==> src/hw/rtl/mids_pkg.sv <==
// Shared types, constants and kernel taps of the masked image downsampler.
// No dependencies; used by the lane, merge, divider and top-level modules.
package mids_pkg;

    // One stored pixel: red in the low bits, mask flag on top.
    typedef struct packed {
        logic       mask;
        logic [7:0] b;
        logic [7:0] g;
        logic [7:0] r;
    } pix_t;

    typedef logic [3:0] wt_t;

    // Weighted sums of one window row.
    typedef struct packed {
        logic [12:0] r;
        logic [12:0] g;
        logic [12:0] b;
        logic [5:0]  k;
    } lane_sum_t;

    // Weighted sums of the whole window.
    typedef struct packed {
        logic [17:0] r;
        logic [17:0] g;
        logic [17:0] b;
        logic [10:0] k;
    } tot_t;

    typedef struct packed {
        logic [7:0] r;
        logic [7:0] g;
        logic [7:0] b;
    } rgb_t;

    localparam int TAPS_N = 6;
    localparam int PIX_W  = 25;

    // Configuration register indexes.
    localparam logic [1:0] REG_IMAGE_WIDTH   = 2'd0;
    localparam logic [1:0] REG_IMAGE_HEIGHT  = 2'd1;
    localparam logic [1:0] REG_KERNEL_SELECT = 2'd2;

    localparam wt_t TAPS [2][TAPS_N] = '{
        '{4'd1, 4'd5, 4'd10, 4'd10, 4'd5, 4'd1},
        '{4'd1, 4'd2, 4'd4,  4'd4,  4'd2, 4'd1}
    };

    // Kernel tap by position; positions past the kernel weigh nothing.
    function automatic wt_t tap(input logic sel, input logic [2:0] idx);
        wt_t w;
        w = '0;
        if (idx < 3'd6)
        begin
            w = TAPS[sel][idx];
        end
        return w;
    endfunction

endpackage

==> src/hw/rtl/mids_merge.sv <==
// Merging stage: combines the six lane sums with the row taps.
// Depends on mids_pkg.
module mids_merge (
    input  logic                clk,
    input  logic                en,
    input  mids_pkg::lane_sum_t lanes [6],
    input  mids_pkg::wt_t       wt [6],
    output mids_pkg::tot_t      tot
);
    import mids_pkg::*;

    tot_t tot_next;

    // Row-weighted sum over the lanes.
    always_comb
    begin
        tot_next = '0;
        for (int i = 0; i < 6; i++)
        begin
            tot_next.r = tot_next.r + 18'(wt[i] * lanes[i].r);
            tot_next.g = tot_next.g + 18'(wt[i] * lanes[i].g);
            tot_next.b = tot_next.b + 18'(wt[i] * lanes[i].b);
            tot_next.k = tot_next.k + 11'(wt[i] * lanes[i].k);
        end
    end

    always_ff @(posedge clk)
    begin
        if (en)
        begin
            tot <= tot_next;
        end
    end
endmodule

==> config.mk <==
export PLATFORM = sky130hd
export DESIGN_NAME = mids_merge
export DESIGN_NICKNAME = d
export VERILOG_FILES = /design/src/hw/rtl/mids_pkg.sv /design/src/hw/rtl/mids_merge.sv
export SDC_FILE = /design/constraint.sdc
export NUM_CORES = 2
export LEC_CHECK = 0
export BUFFER_PORTS_ARGS = -buffer_cell sky130_fd_sc_hd__buf_2
export CAP_MARGIN = 20
export CORE_MARGIN = 3
export CORE_UTILIZATION = 53
export DETAILED_ROUTE_END_ITERATION = 8
export GPL_TIMING_DRIVEN = 1
export PLACE_DENSITY_LB_ADDON = 0.08
export REMOVE_ABC_BUFFERS = 1
export SKIP_CTS_REPAIR_TIMING = 1
export SKIP_LAST_GASP = 1
export SLEW_MARGIN = 5
export SYNTH_ARGS = -nofsm -noshare
export SYNTH_HDL_FRONTEND = slang
export SYNTH_SLANG_ARGS = --single-unit
==> constraint.sdc <==
create_clock -name clk -period 8.5 [get_ports clk]
set_clock_uncertainty 0.05 [all_clocks]
set_input_delay 0.85 -clock clk [delete_from_list [all_inputs] [get_ports clk]]
set_output_delay 0.85 -clock clk [all_outputs]
set_load 0.05 [all_outputs]
After elaboration in Yosys (flattened, before gate mapping)
Cells that the tools add are included.
{"block": "word_totals", "register_bits": 65, "latchBits": 0, "word_cells": 48, "out_inout_bits": 65, "n_memories": 0, "input_bits": 296, "ram_bits": 0, "rom_bits": 0}
{"block": "op_classes", "reduce_logical": 0, "muxes": 0, "div_mod_pow": 0, "mul": 24, "bitwise_logic": 0, "magnitude_cmp": 0, "n_eq_ne": 0, "add_sub_neg": 20, "n_shift": 0}
{"cell": "multiplier 4 x 13 -> 17 bit", "n": 18}
{"cell": "adder 18 x 17 -> 18 bit", "n": 12}
{"cell": "multiplier 4 x 6 -> 10 bit", "n": 6}
{"cell": "adder 17 x 17 -> 18 bit", "n": 3}
{"cell": "adder 11 x 10 -> 11 bit", "n": 4}
{"cell": "adder 10 x 10 -> 11 bit", "n": 1}

Depth between registers and ports, before layout
{"block": "logic_depth", "depth_word": 6, "mapped_depth": 24, "ltp_nobuf": 22}

Worst setup path after synthesis
No wires, ideal clock.
{"block": "synth_path", "path_kind": "input to register", "startpoint": "input port wt[5] (netlist bit)", "endpoint": "register tot[46] (netlist bit), data pin", "n_path_buf": 2, "required_ps": 8185, "stages": 21, "setup_ps": 265, "t_arrival_ps": 6525, "path_slack_ps": 1660, "path_cell_list": "clkbuf_1 clkbuf_1 nand2_1 fa_1 fa_1 fa_1 inv_1 fa_1 fa_1 inv_1 fa_1 fa_1 inv_1 ha_1 inv_1 fa_1 nand2b_1 a21oi_1 o211ai_1 o311ai_1 xnor2_1"}
{"item": "start, declared", "line": "mids_merge.sv:7", "rtl": "input mids_pkg::wt_t wt [6],"}
{"item": "end signal, assigned", "line": "mids_merge.sv:31", "rtl": "tot <= tot_next;"}
{"item": "end, declared", "line": "mids_merge.sv:8", "rtl": "output mids_pkg::tot_t tot"}

==> results.py <==
metrics = {
    "run_status": {
        "outcome": "finished clean",
    },
    "logic_synthesis": {
        "netlist_area_sq_um": 35200,
        "syn_area_per_cell_sq_um": 9.41,
        "number_of_synthesized_flops_with_an_enable_pin": 65,
        "ys_dominant_reg_cell": "edfxtp_1",
        "postSynthCellCount": 3739,
        "yosys.cell_types.count": 47,
        "ys.warnings.count": 0,
        "share_of_synthesized_area_occupied_by_flip_flops_and_latches_pct": 5.55,
        "synth-async-reset-ratio_pct": 0,
        "post_synthesis_sequential_element_count": 65,
    },
    "sta": {
        "finalHoldViolCount": 0,
        "final-max-slew-violation-count": 0,
        "fin_crit_ns": 7.44,
        "final_min_period_over_clock_period_pct": 87.5,
        "grt_setup_unrepaired": "no",
        "setup-violations-final": 0,
        "finalHoldWorstSlack_ns": 0.909,
        "final.setup.tns_ns": 0,
        "max-slew-margin-rel_pct": 22.9,
        "fmaxAchievable_mhz": 134,
        "worst_slew_pin_slew_ns": 1.16,
    },
    "layout": {
        "flip_flop_count_of_the_largest_register_after_layout": 65,
        "mostFrequentLayoutCell": "inv_1",
        "layout.cells.most_common_list": "1047 x inv_1, 954 x fa_1, 570 x nand2_1",
        "finalNonFillerCells": 4925,
        "syn_to_final_growth_pct": 9.12,
        "layout.nets": 5508,
        "largest_register": "tot",
        "top_regs": "tot x65",
        "post_route_cells_drive_above_1_share_pct": 11.0,
    },
    "setup_path": {
        "start_kind": "primary input",
        "worstPathArrival_ns": 7.50,
        "endpoint_kind": "flop",
        "peak_fanout_along_the_critical_path": 29,
        "criticalPathCategory": "in2reg",
        "crit_end": "tot[46]$_DFFE_PP_",
        "cp_data_required_time_ns": 8.57,
        "setup.worst_path.start": "wt[5]",
    },
    "worst_hold_path": {
        "timing.hold.worst.class": "in2reg",
    },
    "floorplan": {
        "die_w_um": 264,
        "initial_core_util_pct": 54.1,
        "placement_rows": 93,
        "die_height_um": 264,
        "floorplan.die_area_sq_um": 69500,
        "fp.coreArea_sq_um": 65000,
        "top_level_ports": 361,
    },
    "clock_tree": {
        "clock-sinks": 65,
        "cts_root_buffer": "clkbuf_16",
        "cts_tree": "yes",
        "cts-buffers-inserted": 9,
        "cts_htree_levels": 3,
        "max-clock-path-buffers": 2,
        "worst_setup_hold_path_clk_slew_ns": 0.07,
    },
    "detailed_routing": {
        "viasPerCell": 5.08,
        "drt_first_pass_iters": 5,
        "detail_route.wl_per_cell_um": 20.3,
        "postRouteWirelength_um": 99800,
        "remaining_drc_errors": 0,
        "total_number_of_vias": 25000,
        "first_iter_violations": 1682,
        "drt.antenna.violating_nets": 0,
    },
    "placement": {
        "detailedPlacementHpwl_um": 84600,
        "placedCellCount": 4893,
        "io_buffers": 360,
        "place_congestion": 0.919,
    },
    "global_routing": {
        "largest_net_degree_at_the_start_of_global_routing": 46,
        "initial_antenna_violation_count": 31,
        "gr-usage-all-layers_pct": 30.4,
        "grt.overflow.total": 0,
        "number_of_global_route_vias_before_repair": 27100,
        "grt_pass1_wl_um": 160000,
    },
    "job": {
        "cap_viol_max_count": 0,
    },
}
-- area by class of cell --
class / count / area [sq um]
clock inverters: 7 / 70.1
inverters: 1047 / 3930
diodes: 16 / 40.0
clock buffers: 9 / 225
repair buffers: 415 / 2240
multi-input cells: 2511 / 28900
fillers: 5905 / 26600
well taps: 855 / 1070
flip-flops and latches: 65 / 1950
-- metal layers --
metal  up-vias  wire (um)  global-route usage, %
li1      11200          -                      -
met1     12700      46700                   48.2
met2       996      41200                   42.7
met3        96       9700                   7.04
met4        20       2080                   6.36
met5         -        124                      0
-- synth_stat cells (2+ instances only) --
cell type	count	area, sq um
inv_1	1047	3930
fa_1	954	19100
nand2_1	570	2140
and2_1	535	3350
ha_1	209	2620
clkbuf_1	115	432
edfxtp_1	65	1950
a21oi_1	34	170
nor2_1	33	124
xnor2_1	32	280
a21o_1	14	105
o21ai_0	14	70.1
xor2_1	13	114
nor2b_1	11	68.8
a211oi_1	10	75.1
nor3_1	9	45.0
nand2b_1	8	50.1
o211ai_1	7	52.6
and3_1	6	37.5
a311o_1	4	40.0
a41oi_1	4	35.0
o21a_1	4	30.0
o21ai_2	4	35.0
a22oi_1	3	22.5
o2111ai_1	3	26.3
a2111oi_4	2	55.1
mux2_2	2	22.5
mux2_4	2	30.0
nand3_1	2	10.0
nand3_2	2	20.0
o21ai_1	2	10.0
o311ai_0	2	17.5
o31ai_1	2	15.0
or2_2	2	12.5
-- worst max-delay path, stage by stage --
cell	delay, ns
buf_2	0.73
nand2_1	0.18
fa_1	0.55
fa_1	0.51
fa_1	0.51
inv_1	0.05
fa_1	0.48
fa_1	0.49
inv_1	0.05
fa_1	0.49
fa_1	0.41
inv_1	0.07
ha_1	0.18
inv_1	0.07
fa_1	0.45
nand2b_1	0.20
a21oi_1	0.34
o211ai_1	0.34
o311ai_1	0.41
xnor2_1	0.11
-- how the worst min path moves through the flow --
stage	startpoint	end	cells after the start
after global placement	en	tot[13]$_DFFE_PP_	1
final	en	tot[14]$_DFFE_PP_	1
after detailed placement	en	tot[13]$_DFFE_PP_	1
after CTS	en	tot[14]$_DFFE_PP_	1
after floorplan	en	tot[0]$_DFFE_PP_	0
after global routing	en	tot[14]$_DFFE_PP_	1
-- per-stage QoR --
step	setup WS, ns	cell area [sq um]	util [%]
2_1_floorplan	2.08	34800	-
3_3_place_gp	0.863	38100	58.5
3_5_place_dp	0.789	38100	58.5
4_1_cts	1.20	38400	59.0
5_1_grt	0.722	38400	59.0
6_report	1.06	38400	59.0
-- cells by family (layout without fill, tap and decap cells) --
group / count (synthesis) / count (layout) / synth area share (%)
buffers and inverters: 1163 / 1478 / 12.4
xor gates and xnor gates: 45 / 45 / 1.12
DFF: 65 / 65 / 5.55
muxes: 4 / 4 / 0.149
AOI/OAI and AO/OA: 117 / 117 / 2.35
adders and majority gates: 1163 / 1163 / 61.7
and+or+nand+nor: 1182 / 1182 / 16.7
other: 0 / 16 / 0
Power is left out: the tool's default activity adds up to more than one toggle a clock period on the data nets, which glitch-free logic cannot reach.
