$ cat src/hw/rtl/mids_pkg.sv
// Shared types, constants and kernel taps of the masked image downsampler.
// No dependencies; used by the lane, merge, divider and top-level modules.
package mids_pkg;

    // One stored pixel: red in the low bits, mask flag on top.
    typedef struct packed {
        logic       mask;
        logic [7:0] b;
        logic [7:0] g;
        logic [7:0] r;
    } pix_t;

    typedef logic [3:0] wt_t;

    // Weighted sums of one window row.
    typedef struct packed {
        logic [12:0] r;
        logic [12:0] g;
        logic [12:0] b;
        logic [5:0]  k;
    } lane_sum_t;

    // Weighted sums of the whole window.
    typedef struct packed {
        logic [17:0] r;
        logic [17:0] g;
        logic [17:0] b;
        logic [10:0] k;
    } tot_t;

    typedef struct packed {
        logic [7:0] r;
        logic [7:0] g;
        logic [7:0] b;
    } rgb_t;

    localparam int TAPS_N = 6;
    localparam int PIX_W  = 25;

    // Configuration register indexes.
    localparam logic [1:0] REG_IMAGE_WIDTH   = 2'd0;
    localparam logic [1:0] REG_IMAGE_HEIGHT  = 2'd1;
    localparam logic [1:0] REG_KERNEL_SELECT = 2'd2;

    localparam wt_t TAPS [2][TAPS_N] = '{
        '{4'd1, 4'd5, 4'd10, 4'd10, 4'd5, 4'd1},
        '{4'd1, 4'd2, 4'd4,  4'd4,  4'd2, 4'd1}
    };

    // Kernel tap by position; positions past the kernel weigh nothing.
    function automatic wt_t tap(input logic sel, input logic [2:0] idx);
        wt_t w;
        w = '0;
        if (idx < 3'd6)
        begin
            w = TAPS[sel][idx];
        end
        return w;
    endfunction

endpackage

$ cat src/hw/rtl/mids_lane.sv
// One row lane: weights the six pixels of a window row by the column taps.
// Depends on mids_pkg.
module mids_lane (
    input  logic              clk,
    input  logic              en,
    input  mids_pkg::pix_t    pix [6],
    input  mids_pkg::wt_t     wt [6],
    output mids_pkg::lane_sum_t sum
);
    import mids_pkg::*;

    lane_sum_t sum_next;

    // Masked pixels drop out of both the color sums and the weight sum.
    always_comb
    begin
        sum_next = '0;
        for (int j = 0; j < 6; j++)
        begin
            if (!pix[j].mask)
            begin
                sum_next.r = sum_next.r + 13'(wt[j] * pix[j].r);
                sum_next.g = sum_next.g + 13'(wt[j] * pix[j].g);
                sum_next.b = sum_next.b + 13'(wt[j] * pix[j].b);
                sum_next.k = sum_next.k + 6'(wt[j]);
            end
        end
    end

    always_ff @(posedge clk)
    begin
        if (en)
        begin
            sum <= sum_next;
        end
    end
endmodule

$ cat config.mk
export PLATFORM = sky130hd
export DESIGN_NAME = mids_lane
export DESIGN_NICKNAME = d
export VERILOG_FILES = /design/src/hw/rtl/mids_pkg.sv /design/src/hw/rtl/mids_lane.sv
export SDC_FILE = /design/constraint.sdc
export NUM_CORES = 2
export LEC_CHECK = 0
export BUFFER_PORTS_ARGS = -buffer_cell sky130_fd_sc_hd__clkbuf_2
export CORE_MARGIN = 5
export CORE_UTILIZATION = 58
export CTS_CLUSTER_SIZE = 14
export DETAILED_ROUTE_END_ITERATION = 12
export PLACE_DENSITY = 0.88
export SLEW_MARGIN = 30
export SYNTH_ARGS = -nofsm -noshare
export SYNTH_HDL_FRONTEND = slang
export SYNTH_SLANG_ARGS = --single-unit
$ cat constraint.sdc
create_clock -name clk -period 11.34 [get_ports clk]
set_input_delay 0.567 -clock clk [delete_from_list [all_inputs] [get_ports clk]]
set_output_delay 0.567 -clock clk [all_outputs]
set_load 0.005 [all_outputs]
* Word-level counts from Yosys, hierarchy flattened
Cells that the tools add are included. Widths: inputs -> output; s select.
Word-level totals: bits in registers 45, bits in latches 0, RAM bits 0, memory bits (read-only) 0, input bits 176, output and inout bits 45, word-level logic and storage cells 48, memories 0
Operators by class: add/subtract/negate cells 20, multiply operators 18, div/mod/pow operators 0, magnitude comparators 0, equal/unequal tests 0, shifts and indexed selects 0, muxes and demuxes 6, bitwise gates (word level) 0, reduce and logical (&&, ||, !) cells 0
Operators by type and width (count):
- $mux 45 | 5
- $mul 4x8->12 | 18
- $add 13x12->13 | 15
- $mux 44 | 1
- $add 6x4->6 | 5

* Depth between registers and ports, before layout
depth in word-level cells 12, depth in mapped cells 53, depth with buffers taken out 52

* Least setup slack after synthesis
No wires, ideal clock.
path type input-to-reg, from input wt[23] (netlist bit), to register sum[18] (netlist bit) (data pin), setup time 260 ps, arrival time 11255 ps, required time 11080 ps, path slack -175 ps, cell stages on the path 50, path buffers 1, cells stage by stage clkbuf_1 > nand2_1 > fa_1 > inv_1 > fa_1 > fa_1 > a21o_1 > a21oi_1 > xnor2_1 > nor2_1 > fa_1 > ha_1 > a21oi_1 > inv_1 > a31oi_1 > xnor2_1 > nor2_1 > nor2_1 > (+14 left out) > fa_1 > ha_1 > or3_1 > o21ai_0 > a21oi_1 > xnor2_1 > a22o_1 > fa_1 > inv_1 > ha_1 > and3_1 > o311a_1 > a2111oi_4 > a21oi_1 > mux2i_1 > xnor2_1 > xnor2_1 > xnor2_1
RTL lines:
- start: declaration | line mids_lane.sv:7 | input mids_pkg::wt_t wt [6],
- end signal: assignment | line mids_lane.sv:34 | sum <= sum_next;
- end: declaration | line mids_lane.sv:8 | output mids_pkg::lane_sum_t sum

==> impl_summary.txt <==
----------------------------------------------------
[Critical path]
  Crit path required time ... 11390 ps
  CP Launch Type ... primary input
  Delay of the slowest cell on the worst path ... 580 ps
  Crit-path slowest cell ... sky130_fd_sc_hd__fa_1
  CP Depth ... 47
  Worst path buffer plus inverter count ... 9
  CP endpoint kind ... register
  CP top delay family ... adder cells
  Critical path arrival ... 11480 ps
  CP Class ... primary input to register
  Most prevalent standard cell on the critical path ... sky130_fd_sc_hd__fa_1
  Largest fanout on the critical path ... 6

[Place]
  DP HPWL ... 57400 µm
  RePlAce Congestion ... 0.910
  Buffers on Ports ... 220

[Routing]
  Router iterations before antenna repair ... 6
  Detail-routed via count per cell ... 5.88
  DRT iter0 DRCs ... 2107
  Total number of vias ... 24884
  Per-cell routed wire length ... 19.0 µm
  Total routed wirelength ... 80600 µm
  Drc violations ... 0
  DRT antenna net count ... 0

[Timing]
  Total Neg Setup Slack ... -125 ps
  Worst slew margin relative to its limit ... 0.380
  Pins Over Slew Limit ... 0
  Max Clock Freq ... 87.5 MHz
  Final critical-path setup slack ... -89.3 ps
  Min Tclk post-route ... 11430 ps
  Number of endpoints failing setup at the final stage ... 2
  Tcrit/Tclk final ... 1.01
  Least-Margin Pin Slew ... 930 ps
  Number of hold-slack violations in the final timing report ... 0
  WHS ... 871 ps

[Hold path]
  Class of the tightest hold or removal check ... primary input to register
  Hold path cells ... 4

[Synth]
  Sequential cell area fraction in the yosys report ... 0.0524
  Synthesis warning total ... 0
  Synthesized net count ... 4054
  Netlist area before placement ... 25800 µm²
  Number of distinct standard cells referenced by the synthesized netlist ... 69
  Number of synthesized register bits ... 45
  Post-synthesis async set-or-reset flop share ... 0
  Synth Flop Type ... sky130_fd_sc_hd__edfxtp_1
  Average instance area after synthesis ... 8.22 µm²
  Post-Synthesis Cells ... 3139
  EDFF count, synth ... 45

[Cells and area]
  Post-layout net count ... 4542
  Register with the highest flop count ... sum
  Largest registers ... sum x45
  Max FFs per register ... 45
  Layout area overhead ... 23.5%
  Share of final-layout standard cells stronger than drive strength 1 ... 0.250

[Outcome]
  Result of the run ... finished, violations left
  Violations in the final reports ... negative setup slack

[Global route]
  Via count of the first global-routing pass ... 25303
  Maximum number of pins on one net before global-route repair ... 63
  Aggregate global routing overflow ... 0
  Antenna violations before repair ... 17
  Wire length of the first global-routing pass ... 114000 µm
  Overall routing resource usage ... 0.272

[Clocking]
  # clock sinks ... 45
  Hold buffer count at CTS ... 0
  CTS HTree Levels ... 2
  TritonCTS clock tree ... done
  Clock slew seen by the registers of the worst setup and hold paths ... 70 ps
  Clk Tree Root Cell ... sky130_fd_sc_hd__clkbuf_16
  Number of buffers on the longest clock path ... 2
  Number of buffers added by the clock tree synthesis step ... 5

[Die]
  Number of placed I/O pins ... 221
  Die outline height ... 221 µm
  Number of placement rows ... 77
  Area enclosed by the die boundary ... 48800 µm²
  Die outline width ... 221 µm
  Core area ... 44100 µm²
  Starting density of the core ... 0.585

[Flow run]
  Total of max-cap violations ... 0

----------------------------------------------------
==> layout make-up <==
class,count,area [µm²]
clock inverters,3,68.8
well taps,592,741
repair buffers,574,3820
multi-input cells,2446,23600
inverters,555,2080
clock buffers,5,125
diodes,14,35.0
fillers,2915,12300
flip-flops and latches,45,1350
==> metrics by stage <==
step                instances   util  setup WS [ps]  cell area [µm²]
floorplan                3139      -          -28.3            25800
detailed placement       4166  0.672           -777            29600
finish                   4234  0.722          -89.3            31900
global placement         4166  0.672           -422            29600
CTS                      4180  0.682           5.88            30100
global route             4233  0.722           -429            31900
==> final timing paths <==
kind / startpoint / end
worst max-delay path: wt[21] / sum[44]$_DFFE_PP_
worst min-delay path: pix[8] / sum[19]$_DFFE_PP_
==> repair_timing <==
action                     in CTS  in global routing
setup endpoints to repair       5                 13
pin swaps                      20                174
buffers inserted                6                 40
gates cloned                    0                  0
resized for setup              57                273
==> synth_stat cells (8+ instances only) <==
master / number / share of area
sky130_fd_sc_hd__or3_1: 13 / 0.0032
sky130_fd_sc_hd__and2_1: 248 / 0.060
sky130_fd_sc_hd__a31oi_1: 18 / 0.0044
sky130_fd_sc_hd__xnor2_1: 110 / 0.037
sky130_fd_sc_hd__and3_1: 8 / 0.0019
sky130_fd_sc_hd__nand2b_1: 23 / 0.0056
sky130_fd_sc_hd__o21ai_0: 97 / 0.019
sky130_fd_sc_hd__clkbuf_1: 86 / 0.013
sky130_fd_sc_hd__a21oi_1: 148 / 0.029
sky130_fd_sc_hd__o21a_1: 27 / 0.0079
sky130_fd_sc_hd__nor2b_1: 33 / 0.0080
sky130_fd_sc_hd__or2_2: 8 / 0.0019
sky130_fd_sc_hd__mux2i_1: 17 / 0.0066
sky130_fd_sc_hd__o21bai_1: 21 / 0.0061
sky130_fd_sc_hd__edfxtp_1: 45 / 0.052
sky130_fd_sc_hd__ha_1: 383 / 0.19
sky130_fd_sc_hd__a21o_1: 58 / 0.017
sky130_fd_sc_hd__nor3_1: 38 / 0.0074
sky130_fd_sc_hd__nand2_1: 433 / 0.063
sky130_fd_sc_hd__nor2_1: 152 / 0.022
sky130_fd_sc_hd__fa_1: 356 / 0.28
sky130_fd_sc_hd__o31ai_1: 10 / 0.0029
sky130_fd_sc_hd__xor2_1: 61 / 0.021
sky130_fd_sc_hd__inv_1: 554 / 0.081
sky130_fd_sc_hd__mux2_2: 70 / 0.031
sky130_fd_sc_hd__nand3_1: 20 / 0.0039
sky130_fd_sc_hd__a21boi_0: 8 / 0.0023
sky130_fd_sc_hd__a211oi_1: 8 / 0.0023
==> cells in the final DEF (no fill, tap or decap), types with 57 or more instances in the layout <==
cell type,instances
sky130_fd_sc_hd__inv_1,545
sky130_fd_sc_hd__nand2_1,422
sky130_fd_sc_hd__buf_4,355
sky130_fd_sc_hd__fa_1,352
sky130_fd_sc_hd__ha_1,321
sky130_fd_sc_hd__and2_1,244
sky130_fd_sc_hd__clkbuf_2,214
sky130_fd_sc_hd__nor2_1,139
sky130_fd_sc_hd__a21oi_1,110
sky130_fd_sc_hd__xnor2_1,100
sky130_fd_sc_hd__mux2_2,63
sky130_fd_sc_hd__o21ai_0,60
sky130_fd_sc_hd__a21o_1,58
sky130_fd_sc_hd__xor2_1,57
sky130_fd_sc_hd__ha_4,57
==> kinds of logic (layout without fill, tap and decap cells) <==
group                    Yosys count  in the layout  share of synthesized area
AND/OR/NAND/NOR                  987            987                      0.180
adder cells (fa/ha/maj)          739            739                      0.462
buffers and inverters            648           1137                     0.0943
AO/OA/AOI/OAI                    460            460                      0.114
XOR/XNOR                         173            173                     0.0598
multiplexers                      87             87                     0.0372
flip-flops                        45             45                     0.0524
other                              0             14                          0
==> routing by layer <==
layer	global-route usage	routed length [µm]
met5	0	34
met3	0.0261	5060
met4	0.133	6440
met1	0.312	28700
met2	0.506	40400
Power is not shown: default switching activity piles up to over one toggle a cycle in this logic, so the estimate is an artifact.
