### config.mk
export PLATFORM = sky130hd
export DESIGN_NAME = mids_div
export DESIGN_NICKNAME = d
export VERILOG_FILES = /design/src/hw/rtl/mids_pkg.sv /design/src/hw/rtl/mids_div.sv
export SDC_FILE = /design/constraint.sdc
export NUM_CORES = 1
export LEC_CHECK = 0
export BUFFER_PORTS_ARGS = -buffer_cell sky130_fd_sc_hd__buf_2
export CAP_MARGIN = 20
export CORE_UTILIZATION = 30
export DETAILED_ROUTE_END_ITERATION = 16
export REMOVE_ABC_BUFFERS = 1
export SYNTH_ARGS = -nofsm -noshare
export SYNTH_HDL_FRONTEND = slang
export SYNTH_SLANG_ARGS = --single-unit
### constraint.sdc
create_clock -name clk -period 4.3 [get_ports clk]
set_input_delay 0 -clock clk [delete_from_list [all_inputs] [get_ports clk]]
set_output_delay 0 -clock clk [all_outputs]
set_load 0.01 [all_outputs]
### src/hw/rtl/mids_pkg.sv
// Shared types, constants and kernel taps of the masked image downsampler.
// No dependencies; used by the lane, merge, divider and top-level modules.
package mids_pkg;

    // One stored pixel: red in the low bits, mask flag on top.
    typedef struct packed {
        logic       mask;
        logic [7:0] b;
        logic [7:0] g;
        logic [7:0] r;
    } pix_t;

    typedef logic [3:0] wt_t;

    // Weighted sums of one window row.
    typedef struct packed {
        logic [12:0] r;
        logic [12:0] g;
        logic [12:0] b;
        logic [5:0]  k;
    } lane_sum_t;

    // Weighted sums of the whole window.
    typedef struct packed {
        logic [17:0] r;
        logic [17:0] g;
        logic [17:0] b;
        logic [10:0] k;
    } tot_t;

    typedef struct packed {
        logic [7:0] r;
        logic [7:0] g;
        logic [7:0] b;
    } rgb_t;

    localparam int TAPS_N = 6;
    localparam int PIX_W  = 25;

    // Configuration register indexes.
    localparam logic [1:0] REG_IMAGE_WIDTH   = 2'd0;
    localparam logic [1:0] REG_IMAGE_HEIGHT  = 2'd1;
    localparam logic [1:0] REG_KERNEL_SELECT = 2'd2;

    localparam wt_t TAPS [2][TAPS_N] = '{
        '{4'd1, 4'd5, 4'd10, 4'd10, 4'd5, 4'd1},
        '{4'd1, 4'd2, 4'd4,  4'd4,  4'd2, 4'd1}
    };

    // Kernel tap by position; positions past the kernel weigh nothing.
    function automatic wt_t tap(input logic sel, input logic [2:0] idx);
        wt_t w;
        w = '0;
        if (idx < 3'd6)
        begin
            w = TAPS[sel][idx];
        end
        return w;
    endfunction

endpackage

### src/hw/rtl/mids_div.sv
// Restoring divider: three color sums by the shared weight sum, one bit a cycle.
// Depends on mids_pkg. The quotient is known to fit in eight bits.
module mids_div (
    input  logic           clk,
    input  logic           rst_n,
    input  logic           start,
    input  mids_pkg::tot_t num,
    output logic           done,
    output mids_pkg::rgb_t quot
);
    import mids_pkg::*;

    logic        busy_reg;
    logic        done_reg;
    logic [2:0]  cnt_reg;
    logic [17:0] dsh_reg;
    logic [17:0] rem_r_reg, rem_g_reg, rem_b_reg;
    rgb_t        q_reg;

    // One restoring step on a remainder.
    function automatic logic [18:0] step(input logic [17:0] rem, input logic [17:0] d);
        logic ge;
        ge = (rem >= d);
        return {ge, ge ? rem - d : rem};
    endfunction

    logic [18:0] st_r, st_g, st_b;

    assign st_r = step(rem_r_reg, dsh_reg);
    assign st_g = step(rem_g_reg, dsh_reg);
    assign st_b = step(rem_b_reg, dsh_reg);

    // Step counter and completion flag.
    always_ff @(posedge clk or negedge rst_n)
    begin
        if (!rst_n)
        begin
            busy_reg <= 1'b0;
            done_reg <= 1'b0;
            cnt_reg  <= '0;
        end
        else
        begin
            done_reg <= 1'b0;
            if (start)
            begin
                busy_reg <= 1'b1;
                cnt_reg  <= 3'd7;
            end
            else if (busy_reg)
            begin
                cnt_reg <= cnt_reg - 3'd1;
                if (cnt_reg == 3'd0)
                begin
                    busy_reg <= 1'b0;
                    done_reg <= 1'b1;
                end
            end
        end
    end

    // Remainders, shifted divisor and quotient bits.
    always_ff @(posedge clk)
    begin
        if (start)
        begin
            rem_r_reg <= num.r;
            rem_g_reg <= num.g;
            rem_b_reg <= num.b;
            dsh_reg   <= {num.k, 7'd0};
            q_reg     <= '0;
        end
        else if (busy_reg)
        begin
            rem_r_reg <= st_r[17:0];
            rem_g_reg <= st_g[17:0];
            rem_b_reg <= st_b[17:0];
            dsh_reg   <= dsh_reg >> 1;
            q_reg.r   <= {q_reg.r[6:0], st_r[18]};
            q_reg.g   <= {q_reg.g[6:0], st_g[18]};
            q_reg.b   <= {q_reg.b[6:0], st_b[18]};
        end
    end

    assign done = done_reg;
    assign quot = q_reg;
endmodule

Word level (Yosys, flattened, before mapping)
Cells that the tools add are included.
{"block": "classes", "n_addsub": 4, "order_cmp": 3, "muxes": 19, "n_reduce_logical": 8}
{"operator": "2-to-1 mux 18 bit", "n": 11}
{"operator": "greater-or-equal comparator 18 bit", "n": 3}
{"operator": "subtractor 18 bit", "n": 3}
{"operator": "nonzero test 2 bit", "n": 4}
{"operator": "2-to-1 mux 1 bit", "n": 6}
{"operator": "2-to-1 mux 3 bit", "n": 2}
{"operator": "AND reduction 2 bit", "n": 3}
{"operator": "zero test 3 bit", "n": 1}
{"operator": "subtractor 3 x 1 -> 3 bit (second input constant)", "n": 1}
{"block": "word_totals", "regBits": 101, "input_bits": 68, "elab_cells": 45}

Depth between registers and ports, before layout
{"block": "logic_depth", "depth_word": 4, "ltp_mapped": 10, "mapped_depth_nobuf": 10}

Least setup slack after synthesis
Ideal clock, no wire load.
{"block": "synth_timing", "path_type": "flip-flop to flip-flop", "startpoint": "register dsh_reg[0]", "endpoint": "register rem_g_reg[0] (enable)", "setup_ns": 0.404, "arrival_time_ns": 2.900, "t_required_ns": 3.896, "setup_slack_ns": 0.996, "path_stages_with_launch": 10, "n_path_buf": 0, "synth_period_minus_slack_ns": 3.304, "path_cell_list": "dfxtp_1 > ha_1 > fa_1 > nor2b_1 > o31a_1 > o31ai_4 > o32ai_2 > a31oi_1 > a21o_1 > a31oi_1"}
{"block": "synth_via", "elab_chain_len": 3}
{"item": "from (decl)", "line_no": "mids_div.sv:16", "text": "logic [17:0] dsh_reg;"}
{"item": "from (signal assigned)", "line_no": "mids_div.sv:70", "text": "dsh_reg <= {num.k, 7'd0};"}
{"item": "from (signal assigned)", "line_no": "mids_div.sv:78", "text": "dsh_reg <= dsh_reg >> 1;"}
{"item": "greater-or-equal comparator 18 bit", "line_no": "mids_div.sv:23", "text": "ge = (rem >= d);"}
{"item": "nonzero test 2 bit (no source line)"}
{"item": "AND reduction 2 bit (no source line)"}
{"item": "to (signal assigned)", "line_no": "mids_div.sv:68", "text": "rem_g_reg <= num.g;"}
{"item": "to (signal assigned)", "line_no": "mids_div.sv:76", "text": "rem_g_reg <= st_g[17:0];"}
{"item": "to (decl)", "line_no": "mids_div.sv:17", "text": "logic [17:0] rem_r_reg, rem_g_reg, rem_b_reg;"}
Every way passes these cells.
A chain may end at the register's enable or synchronous reset.

Worst setup path after layout
{"block": "layout_timing", "startpoint": "register dsh_reg[0]", "endpoint": "register rem_b_reg[7] (enable)"}
{"block": "layout_via", "elab_chain_len": 3}
{"item": "greater-or-equal comparator 18 bit", "line_no": "mids_div.sv:23"}
{"item": "nonzero test 2 bit (no source line)"}
{"item": "AND reduction 2 bit (no source line)"}
{"item": "to (signal assigned)", "line_no": "mids_div.sv:69", "text": "rem_b_reg <= num.b;"}
{"item": "to (signal assigned)", "line_no": "mids_div.sv:77", "text": "rem_b_reg <= st_b[17:0];"}
{"item": "to (decl)", "line_no": "mids_div.sv:17"}
Every way passes these cells.

==> tab_implementation.tex <==
\begin{tabular}{lr}
\hline
Metric & Value \\
\hline
\multicolumn{2}{l}{\textbf{Die}} \\
Top-level port count & 93 \\
X dimension of the die & about 150 um \\
Floorplan die height & about 150 um \\
Effective utilization at floorplan & 30.51\% \\
Core Rows & 54 \\
Area inside the core boundary & between 0.02 and 0.025 mm\^{}2 \\
Die ar. & approximately 0.023 mm\^{}2 \\
\multicolumn{2}{l}{\textbf{CTS}} \\
Count of clock tree sinks & about 100 \\
Buffer depth of the longest clock path & 2 \\
Clock tree from TritonCTS & yes \\
\# H-tree levels & 3 \\
Clock transition at the registers of the reported paths & $\sim$0.08 ns \\
Post-CTS Repair Setup Buffers & 0 \\
Number of buffers inserted during clock tree synthesis & 9 \\
Clock Tree Root & sky130\_fd\_sc\_hd\_\_clkbuf\_16 \\
Clock network latency to the later pin of the worst-skew pair & roughly 0.36 ns \\
\multicolumn{2}{l}{\textbf{Placed design}} \\
Placed insts & 1044 \\
Total of buffers placed on input and output ports & about 90 \\
Minimum setup slack after placement & around 1.1 ns \\
Placer's final routability congestion estimate & 0.8602 \\
Half-perimeter wire length after detailed placement & about 13000 um \\
\multicolumn{2}{l}{\textbf{Layout}} \\
Total number of nets in the final design & between 900 and 1000 \\
Non-filler instance count after layout & 1123 \\
Area used by multi-input combinational logic & 0.003685 mm\^{}2 \\
Max reg flops & 24 \\
Inserted Diodes & 0 \\
Sequential cell area & 0.002699 mm\^{}2 \\
Proportion of layout cells with a drive suffix above 1 & between 10\% and 20\% \\
Leading cell types in the layout, fill and taps excluded & 91 x sky130\_fd\_sc\_hd\_\_buf\_2, 74 x sky130\_fd\_sc\_hd\_\_nand2\_1, 65 x sky130\_fd\_sc\_hd\_\_edfxtp\_1 \\
Area growth, synth to finish & 25.09\% \\
Filler cell count & between 2000 and 2500 \\
Commonest non-fill, non-tap cell in the layout & sky130\_fd\_sc\_hd\_\_buf\_2 \\
End-of-flow core utilization & roughly two fifths \\
\multicolumn{2}{l}{\textbf{Timing}} \\
Clock Skews & 0.007656 ns \\
Relative slew margins & 40.91\% \\
Unrepaired setup endpoints after global routing & no \\
Aggregate negative setup slack & 0 ns \\
Worst Slack Setup Final & about 1.1 ns \\
Final hold violation count & 0 \\
Tcrit/Tclk final & 74.63\% \\
Transition time at the pin with the least slew margin & between 0.8 and 0.9 ns \\
Final slew viol count & 0 \\
Final critical path time including I/O delays and setup & $\sim$3.2 ns \\
Setup violations, final & 0 \\
Maximum clock rate & 311.6 MHz \\
Post-route worst hold slack & $\sim$0.0017 ns \\
\multicolumn{2}{l}{\textbf{Setup path}} \\
Reg2Reg Setup Slack & $\sim$1.1 ns \\
Arrival time of data at the critical path endpoint & between 3 and 4 ns \\
Critical path, cell by cell & ha\_1, fa\_1, nand2b\_1, a21oi\_1, o21ai\_2, a31oi\_1, a31oi\_1, o21ai\_0, a21o\_1 \\
CP Data Required Time & roughly 4.3 ns \\
CP Class & reg2reg \\
Critical path capture point type & register \\
CP max-delay cell & sky130\_fd\_sc\_hd\_\_a21o\_1 \\
Largest stage delay, worst path & $\sim$0.60 ns \\
Setup crit start kind & register \\
Number of cells on the worst reg-to-reg path & 9 \\
Crit Path Max Fanout & 18 \\
Most frequent CP cell & sky130\_fd\_sc\_hd\_\_a31oi\_1 \\
\multicolumn{2}{l}{\textbf{Pwr}} \\
Static power due to leakage & around 0.0038 uW \\
Power per standard cell area & 641.8 mW/mm\^{}2 \\
Max rail drop VDD & 0.2782 mV \\
\multicolumn{2}{l}{\textbf{Hold path}} \\
Hold Path Depth & 3 \\
Worst min path class & in2reg \\
\multicolumn{2}{l}{\textbf{Yosys}} \\
Post-Synthesis Cell Area & approximately 0.0066 mm\^{}2 \\
Flip-flop cell with the highest count after synthesis & sky130\_fd\_sc\_hd\_\_edfxtp\_1 \\
Flip-flop and latch count after synthesis & between 100 and 150 \\
Mean cell area of the mapped netlist & 9.496 um\^{}2 \\
Sequential area share after synthesis & about 41\% \\
Warning count from the yosys run & 0 \\
Number of instances in the synthesized netlist & around 700 \\
Share of flip-flops with an asynchronous set or reset & a little under 5\% \\
EDFF count, synth & 65 \\
Number of distinct library cell variants in the gate-level netlist after synthesis & 66 \\
\multicolumn{2}{l}{\textbf{GRT}} \\
Maximum number of pins on one net before global-route repair & between 100 and 150 \\
Number of antenna violations at the first check in global routing & 0 \\
Overall track demand over capacity in global routing & between 10\% and 20\% \\
Number of global-route vias before repair & approximately 5500 \\
First-pass GRT wire length & 27740 um \\
Total global routing overflow & 0 \\
\multicolumn{2}{l}{\textbf{Detailed routing}} \\
First drt pass iteration count & 5 \\
Routed wirelength normalized by instance count & 15.60 um \\
Detailed Route WL & about 18000 um \\
Number of DRC violations after detailed routing & 0 \\
Avg Vias per Cell & 5.002 \\
Number of DRC markers after the initial detailed-route iteration & 320 \\
Routed Antenna Nets & 0 \\
Vias & between 5000 and 6000 \\
\multicolumn{2}{l}{\textbf{Run}} \\
Number of max-capacitance violations reported & 0 \\
\multicolumn{2}{l}{\textbf{Outcome}} \\
Run status & complete, no violations \\
\hline
\end{tabular}
## per-stage QoR
| stage | area [um^2] | total power (uW) |
|---|---|---|
| finish | 8303 | 5329 |
| global route | 8303 | 5761 |
| CTS | 8303 | 5358 |
| detailed placement | 7371 | 4435 |
| global placement | 7371 | 4422 |
| floorplan | 6515 | 3768 |
## synth_stat cells, types with 11 or more instances
library cell                n  area, um^2
sky130_fd_sc_hd__a21oi_1   32       160.2
sky130_fd_sc_hd__nand2_1   74       277.8
sky130_fd_sc_hd__ha_1      56       700.7
sky130_fd_sc_hd__nand3_1   12       60.06
sky130_fd_sc_hd__xnor2_1   14       122.6
sky130_fd_sc_hd__a21o_1    20       150.1
sky130_fd_sc_hd__mux2i_1   31       310.3
sky130_fd_sc_hd__nor3_1    14       70.07
sky130_fd_sc_hd__buf_1     11       41.29
sky130_fd_sc_hd__dfxtp_1   31       620.6
sky130_fd_sc_hd__o21ai_1   31       155.2
sky130_fd_sc_hd__o21a_1    11       82.58
sky130_fd_sc_hd__xor2_1    21       183.9
sky130_fd_sc_hd__edfxtp_1  65        1952
sky130_fd_sc_hd__nor2_1    55       206.5
sky130_fd_sc_hd__clkbuf_1  16       60.06
sky130_fd_sc_hd__inv_1     37       138.9
sky130_fd_sc_hd__o21ai_0   38       190.2
sky130_fd_sc_hd__a22o_1    11       96.34
## what timing repair did
| action | 4_1_cts | 5_1_grt |
|---|---|---|
| resized for setup | 0 | 0 |
| endpoints found under the hold margin | 66 | 0 |
| hold buffers | 63 | 0 |
## cells by family after synthesis
family | Yosys count | share of synthesized area, %
AND/OR/NAND/NOR | 211 | 15.00
AO/OA/AOI/OAI | 195 | 19.66
flip-flops | 101 | 40.64
buffers and inverters | 67 | 3.940
adder cells (fa/ha/maj) | 59 | 11.46
XOR/XNOR | 35 | 4.618
multiplexers | 31 | 4.675
## power by group
part | internal, uW | switching (uW)
Combinational | 1240 | 1640
Sequential | 1470 | 141
Clock | 415 | 430
## critical path: cells and delay by family, from the launching register on
family / cells / cell delay, ns
flops: 1 / 0.36
compound gates: 6 / 1.67
fa+ha+maj: 2 / 0.64
simple gates: 1 / 0.18
## final timing paths
check | endpoint | startpoint
max reg2reg | rem_b_reg[7]$_DFFE_PP_ | dsh_reg[0]$_SDFFE_PP0P_
min reg2reg | quot[15]$_SDFFE_PP0P_ | quot[15]$_SDFFE_PP0P_
max | rem_b_reg[7]$_DFFE_PP_ | dsh_reg[0]$_SDFFE_PP0P_
min | rem_r_reg[0]$_DFFE_PP_ | num[47]
max in group asynchronous | busy_reg$_DFF_PN0_ | rst_n
min in group asynchronous | cnt_reg[1]$_DFFE_PN0P_ | rst_n
## routing by layer
metal,GRT usage (%),vias to the layer above,part of all wire (%),wire (um)
met3,3.455,7,4.8,849
met2,27.34,133,48,8421
li1,-,2841,-,-
met4,2.200,0,0.47,83
met5,0,-,0,0
met1,20.65,2636,47,8164
## final cells by class
cell class                 count  share of cell area (%)
clock buffer                   9                   2.712
clock inverter                 7                  0.9192
inverter                      37                   1.673
multi-input combinational    531                   44.38
sequential                   101                   32.50
tap                          280                   4.219
timing repair buffer         158                   13.59
Note: power is estimated with default switching activity, not from simulation.
